$ cat src/hw/rtl/pms_pkg.sv
// Shared types and constants of the polygon separation block.
package pms_pkg;

    localparam int COORD_W = 32;
    localparam int EDGE_W  = 33;
    localparam int SEP_W   = 34;

    localparam logic [1:0] IN_CLEAR   = 2'd0;
    localparam logic [1:0] IN_APP_A   = 2'd1;
    localparam logic [1:0] IN_APP_B   = 2'd2;
    localparam logic [1:0] IN_COMPUTE = 2'd3;

    localparam logic [1:0] ST_OK       = 2'd0;
    localparam logic [1:0] ST_A_SHORT  = 2'd1;
    localparam logic [1:0] ST_B_EMPTY  = 2'd2;
    localparam logic [1:0] ST_OVERFLOW = 2'd3;

    localparam logic [4:0] OP_NOP    = 5'd0;
    localparam logic [4:0] OP_CLEAR  = 5'd1;
    localparam logic [4:0] OP_APP_A  = 5'd2;
    localparam logic [4:0] OP_APP_B  = 5'd3;
    localparam logic [4:0] OP_START  = 5'd4;
    localparam logic [4:0] OP_RD_A   = 5'd5;
    localparam logic [4:0] OP_LAT_A  = 5'd6;
    localparam logic [4:0] OP_EDGE   = 5'd7;
    localparam logic [4:0] OP_NORM   = 5'd8;
    localparam logic [4:0] OP_SQ     = 5'd9;
    localparam logic [4:0] OP_RAD    = 5'd10;
    localparam logic [4:0] OP_SQRT   = 5'd11;
    localparam logic [4:0] OP_DIVI   = 5'd12;
    localparam logic [4:0] OP_DIV    = 5'd13;
    localparam logic [4:0] OP_UNIT   = 5'd14;
    localparam logic [4:0] OP_RD_B   = 5'd15;
    localparam logic [4:0] OP_DIFF   = 5'd16;
    localparam logic [4:0] OP_MUL    = 5'd17;
    localparam logic [4:0] OP_DOT    = 5'd18;
    localparam logic [4:0] OP_PROJ   = 5'd19;
    localparam logic [4:0] OP_CMP    = 5'd20;
    localparam logic [4:0] OP_BEST   = 5'd21;
    localparam logic [4:0] OP_NEXT   = 5'd22;
    localparam logic [4:0] OP_RESULT = 5'd23;

    typedef struct packed {
        logic [4:0] op;
    } t_dp_cmd;

    typedef struct packed {
        logic a_short;
        logic b_empty;
        logic step_last;
        logic j_last;
        logic i_last;
        logic sep_pos;
        logic out_free;
    } t_dp_sts;

endpackage

$ cat src/hw/rtl/pms_ctrl.sv
// Sequencer of the polygon separation block: issues datapath commands.
module pms_ctrl (
    input  logic            i_clk,
    input  logic            i_rst_n,
    input  logic            i_in_valid,
    input  logic [1:0]      i_in_opcode,
    output logic            o_in_ready,
    output pms_pkg::t_dp_cmd o_cmd,
    input  pms_pkg::t_dp_sts i_sts
);
    import pms_pkg::*;

    localparam logic [4:0] S_IDLE  = 5'd0;
    localparam logic [4:0] S_CHECK = 5'd1;
    localparam logic [4:0] S_RD_A  = 5'd2;
    localparam logic [4:0] S_LAT_A = 5'd3;
    localparam logic [4:0] S_EDGE  = 5'd4;
    localparam logic [4:0] S_NORM  = 5'd5;
    localparam logic [4:0] S_SQ    = 5'd6;
    localparam logic [4:0] S_RAD   = 5'd7;
    localparam logic [4:0] S_SQRT  = 5'd8;
    localparam logic [4:0] S_DIVI  = 5'd9;
    localparam logic [4:0] S_DIV   = 5'd10;
    localparam logic [4:0] S_UNIT  = 5'd11;
    localparam logic [4:0] S_RD_B  = 5'd12;
    localparam logic [4:0] S_DIFF  = 5'd13;
    localparam logic [4:0] S_MUL   = 5'd14;
    localparam logic [4:0] S_DOT   = 5'd15;
    localparam logic [4:0] S_PROJ  = 5'd16;
    localparam logic [4:0] S_CMP   = 5'd17;
    localparam logic [4:0] S_BEST  = 5'd18;
    localparam logic [4:0] S_NEXT  = 5'd19;
    localparam logic [4:0] S_OUT   = 5'd20;

    logic [4:0] r_state;
    logic [4:0] n_state;

    assign o_in_ready = (r_state == S_IDLE);

    always_comb begin
        n_state  = r_state;
        o_cmd.op = OP_NOP;
        case (r_state)
            S_IDLE: begin
                if (i_in_valid) begin
                    case (i_in_opcode)
                        IN_CLEAR:   o_cmd.op = OP_CLEAR;
                        IN_APP_A:   o_cmd.op = OP_APP_A;
                        IN_APP_B:   o_cmd.op = OP_APP_B;
                        IN_COMPUTE: n_state  = S_CHECK;
                        default:    o_cmd.op = OP_NOP;
                    endcase
                end
            end
            S_CHECK: begin
                o_cmd.op = OP_START;
                n_state  = (i_sts.a_short || i_sts.b_empty) ? S_OUT : S_RD_A;
            end
            S_RD_A:  begin o_cmd.op = OP_RD_A;  n_state = S_LAT_A; end
            S_LAT_A: begin o_cmd.op = OP_LAT_A; n_state = S_EDGE;  end
            S_EDGE:  begin o_cmd.op = OP_EDGE;  n_state = S_NORM;  end
            S_NORM:  begin o_cmd.op = OP_NORM;  n_state = S_SQ;    end
            S_SQ:    begin o_cmd.op = OP_SQ;    n_state = S_RAD;   end
            S_RAD:   begin o_cmd.op = OP_RAD;   n_state = S_SQRT;  end
            S_SQRT: begin
                o_cmd.op = OP_SQRT;
                if (i_sts.step_last) n_state = S_DIVI;
            end
            S_DIVI:  begin o_cmd.op = OP_DIVI;  n_state = S_DIV;   end
            S_DIV: begin
                o_cmd.op = OP_DIV;
                if (i_sts.step_last) n_state = S_UNIT;
            end
            S_UNIT:  begin o_cmd.op = OP_UNIT;  n_state = S_RD_B;  end
            S_RD_B:  begin o_cmd.op = OP_RD_B;  n_state = S_DIFF;  end
            S_DIFF:  begin o_cmd.op = OP_DIFF;  n_state = S_MUL;   end
            S_MUL:   begin o_cmd.op = OP_MUL;   n_state = S_DOT;   end
            S_DOT:   begin o_cmd.op = OP_DOT;   n_state = S_PROJ;  end
            S_PROJ:  begin o_cmd.op = OP_PROJ;  n_state = S_CMP;   end
            S_CMP: begin
                o_cmd.op = OP_CMP;
                n_state  = i_sts.j_last ? S_BEST : S_RD_B;
            end
            S_BEST:  begin o_cmd.op = OP_BEST;  n_state = S_NEXT;  end
            S_NEXT: begin
                if (i_sts.sep_pos || i_sts.i_last) begin
                    n_state = S_OUT;
                end else begin
                    o_cmd.op = OP_NEXT;
                    n_state  = S_RD_A;
                end
            end
            S_OUT: begin
                if (i_sts.out_free) begin
                    o_cmd.op = OP_RESULT;
                    n_state  = S_IDLE;
                end
            end
            default: n_state = S_IDLE;
        endcase
    end

    always_ff @(posedge i_clk) begin
        if (!i_rst_n) begin
            r_state <= S_IDLE;
        end else begin
            r_state <= n_state;
        end
    end

endmodule

$ cat config.mk
export PLATFORM = sky130hd
export DESIGN_NAME = pms_ctrl
export DESIGN_NICKNAME = d
export VERILOG_FILES = /design/src/hw/rtl/pms_pkg.sv /design/src/hw/rtl/pms_ctrl.sv
export SDC_FILE = /design/constraint.sdc
export NUM_CORES = 1
export LEC_CHECK = 0
export BUFFER_PORTS_ARGS = -buffer_cell sky130_fd_sc_hd__buf_2
export CAP_MARGIN = 30
export CORE_AREA = 2 2 39 41
export CTS_CLUSTER_SIZE = 30
export DETAILED_ROUTE_END_ITERATION = 6
export DIE_AREA = 0 0 41 43
export HOLD_SLACK_MARGIN = 0.15
export PLACE_DENSITY = 0.67
export SLEW_MARGIN = 20
export SYNTH_ARGS = -nofsm -noshare
export SYNTH_HDL_FRONTEND = slang
export SYNTH_SLANG_ARGS = --single-unit
$ cat constraint.sdc
create_clock -name i_clk -period 1.8 [get_ports i_clk]
set_input_delay 0.36 -clock i_clk [delete_from_list [all_inputs] [get_ports i_clk]]
set_output_delay 0.36 -clock i_clk [all_outputs]
set_load 0.005 [all_outputs]
==> key figures <==
Final layout
  • Most flops, register: r_state
  • Fillers: 130
  • Top Registers: r_state (5)
  • Syn-to-layout area delta: 46.91%
  • Register area: 110.1 um^2
  • Nets: 121
  • Area of the multi-input gates: 455.4 um^2
  • Max reg flops: 5
  • Fraction of layout cells with a size suffix above 1: 0.4673
  • Antenna cells: 0
  • Post-route insts no fill: 123

Clock network
  • Cts hold-fix bufs: 0
  • Root buffer cell: clkbuf_4
  • CTS tree: built
  • H-tree lvl count: 1
  • Max clock buf depth: 2
  • CTS buffer count: 3
  • Clock transition at path regs: 0.04 ns
  • Num Clock Sinks: 5
  • Later-pin clock latency in the skew report: 0.25 ns

STA
  • Clk_skew: 0.002570 ns
  • Max Clock Freq: 0.5384 GHz
  • Fin. Hold Viols: 0
  • Final Critical Period: 1.857 ns
  • Setup violators final: 2
  • Rel. slew slack: 0.8217
  • Slew Viols, Final: 0
  • Hold Slack: 0.3849 ns
  • Fin crit share: 1.032
  • Worst-Margin Slew: 0.2670 ns
  • Unrepaired setup endpoints after global routing: true
  • Final Worst Setup Slack: -0.05746 ns

Route
  • Post-DR wirelength/cell: 13.83 um
  • Total Wirelength: 1.701 mm
  • Residual DRC: 0
  • Drt pass-1 iters: 4
  • Drt via density: 5.789
  • Vias: 712
  • Antenna viol nets, final: 0
  • 1st-iter DRT viols: 11

Global routing
  • Initial antenna violation count: 0
  • First-pass GRT wire length: 2.497 mm
  • All-Layer GR Usage: 0.2088
  • Vias in the first global route: 589
  • Overflow after GRT: 0
  • Largest net degree at the start of global routing: 14

Setup path
  • CP Launch Point: r_state[2]
  • CP arrival: 1.50 ns
  • Crit-path max FO: 3
  • Critical setup path kind: reg2out
  • Worst-case reg-to-reg path depth: 6
  • FF-to-FF End: r_state[4]
  • Data required, critical path: 1.44 ns
  • Worst r2r src: r_state[4]
  • Crit. End Element: primary output
  • Reg2reg setup slack: 0.38 ns
  • Critical Path Start Type: flip-flop

Hold path
  • Hold WC Path Type: in2reg
  • Hold path start: i_rst_n
  • End of the worst hold path: r_state[3]
  • Hold depth: 2

Logic synthesis
  • Cell variety after synth: 35
  • Seq cells post-synth: 5
  • Share of Yosys cell area claimed by the top area cell type: 0.1831
  • Synthesis Warnings: 0
  • Largest cells by area after synthesis: dfxtp_1, nand2_1, nor2b_1
  • Cell Area, Synth: 546.8 um^2
  • Synthesized instance count: 78
  • Syn_nets: 91
  • Seq/Total Area, Yosys: 0.1831
  • Dominant cell type by area after synthesis: dfxtp_1
  • Post-Syn Area per Cell: 7.010 um^2

Place
  • Detailed placement HPWL: 1.159 mm
  • Placed cell count: 114
  • Final GP Congestion: 0.8582
  • PortBufs: 17

Power
  • Worst VDD drop: 0.0006345 V
  • Cell Pwr Density: 1596 nW/um^2
  • Leak Pwr: 0.3560 nW

Run status
  • Status: finished with violations
  • Failing checks: negative setup slack

Floorplan
  • Die height: 43 um
  • # IOs: 18
  • Row Count: 14
  • Initial Util: 0.3951
  • CORE AREA: 1384 um^2
  • Die area: 1763 um^2
  • Die W: 41 um

Job
  • Max cap viols: 0
[critical path, stage by stage (launching register included)]
cell and delay [ns]:
dfxtp_2 0.32, or3b_4 0.41, nor4_4 0.19, a41oi_2 0.07, o2111ai_1 0.11, buf_2 0.14
[cells in the mapped netlist]
cell       count
o31a_2         1
a2111oi_2      1
o2111a_1       1
inv_1          2
xnor2_1        2
buf_6          1
a21oi_1        6
and2_1         1
nor3b_2        1
xor2_1         1
nor4_1         3
a31oi_1        1
nand2_1       12
buf_2          3
o21ai_0        4
or2_2          2
ha_1           1
and3_1         2
a311oi_1       1
a211oi_1       1
and2b_1        1
nand2b_1       2
a41oi_1        1
o22ai_1        1
dfxtp_1        5
or3b_4         1
nor2b_1        5
nor3_1         1
nand3_1        1
o21ai_1        1
o2111ai_1      2
nor2_1         7
clkbuf_1       1
o32ai_1        1
a22o_1         1
[power breakdown]
part | internal [mW] | switching, mW
sequential | 0.163 | 0.0475
combinational | 0.481 | 0.456
clock | 0.0841 | 0.0500
[per-stage QoR]
stage	utilization	setup slack [ns]	power, mW	TNS, ns	instance area [um^2]
finish	0.5805	-0.05746	1.282	-0.06385	803.3
floorplan	-	0.2873	0.7038	0	546.8
global route	0.5805	-0.1273	1.389	-0.2933	803.3
CTS	0.5344	-0.04370	1.142	-0.06189	739.5
global placement	0.4928	0.06881	0.9719	0	681.9
detailed placement	0.4928	0.09784	0.9703	0	681.9
[layout by cell type (no fill, tap or decap), types with 2 or more instances in the layout]
cell       instances
o21ai_1            2
buf_2             17
nor4_1             2
nand2b_1           2
nor2_1             5
xnor2_1            2
nor2b_1            5
dfxtp_2            2
buf_4             12
nand2_1           12
a21oi_1            5
nor2_4             2
or2_2              2
o2111ai_1          2
clkbuf_4           3
dfxtp_4            2
o21ai_0            3
[worst max-delay path by stage]
stage | slack, ns | end | depth (start not counted)
final | -0.06 | o_cmd[1] | 5
after global routing | -0.13 | o_cmd[1] | 5
after CTS | -0.04 | o_cmd[1] | 5
after detailed placement | 0.1 | o_cmd[1] | 5
after global placement | 0.07 | o_cmd[1] | 5
after floorplan | 0.29 | o_cmd[1] | 5
[logic make-up after synthesis]
| group | count (synthesis) | share of synthesized area |
|---|---|---|
| and+or+nand+nor | 39 | 0.3776 |
| AOI/OAI and AO/OA | 23 | 0.2998 |
| buffers and inverters | 7 | 0.06864 |
| DFF | 5 | 0.1831 |
| xor gates and xnor gates | 3 | 0.04806 |
| adders and majority gates | 1 | 0.02288 |
[layer usage]
layer | up-vias | routed length [um] | GRT usage
met5 | - | 0 | 0
met3 | 5 | 124 | 0.03141
met1 | 328 | 719 | 0.2701
met2 | 34 | 818 | 0.3125
met4 | 0 | 38 | 0.1200
li1 | 345 | - | -
[layout make-up]
| cell class | instances | share of cell area |
|---|---|---|
| flip-flops and latches | 5 | 0.1371 |
| clock buffers | 4 | 0.03271 |
| multi-input cells | 66 | 0.5670 |
| well taps | 16 | 0.02492 |
| inverters | 2 | 0.01402 |
| repair buffers | 30 | 0.2243 |
[what timing repair did]
action / CTS / global route
gates resized for setup: 9 / 8
setup buffers: 0 / 5
endpoints found under the setup margin: 4 / 4
pin swaps: 0 / 3
Power figures use the tool's default switching activity.
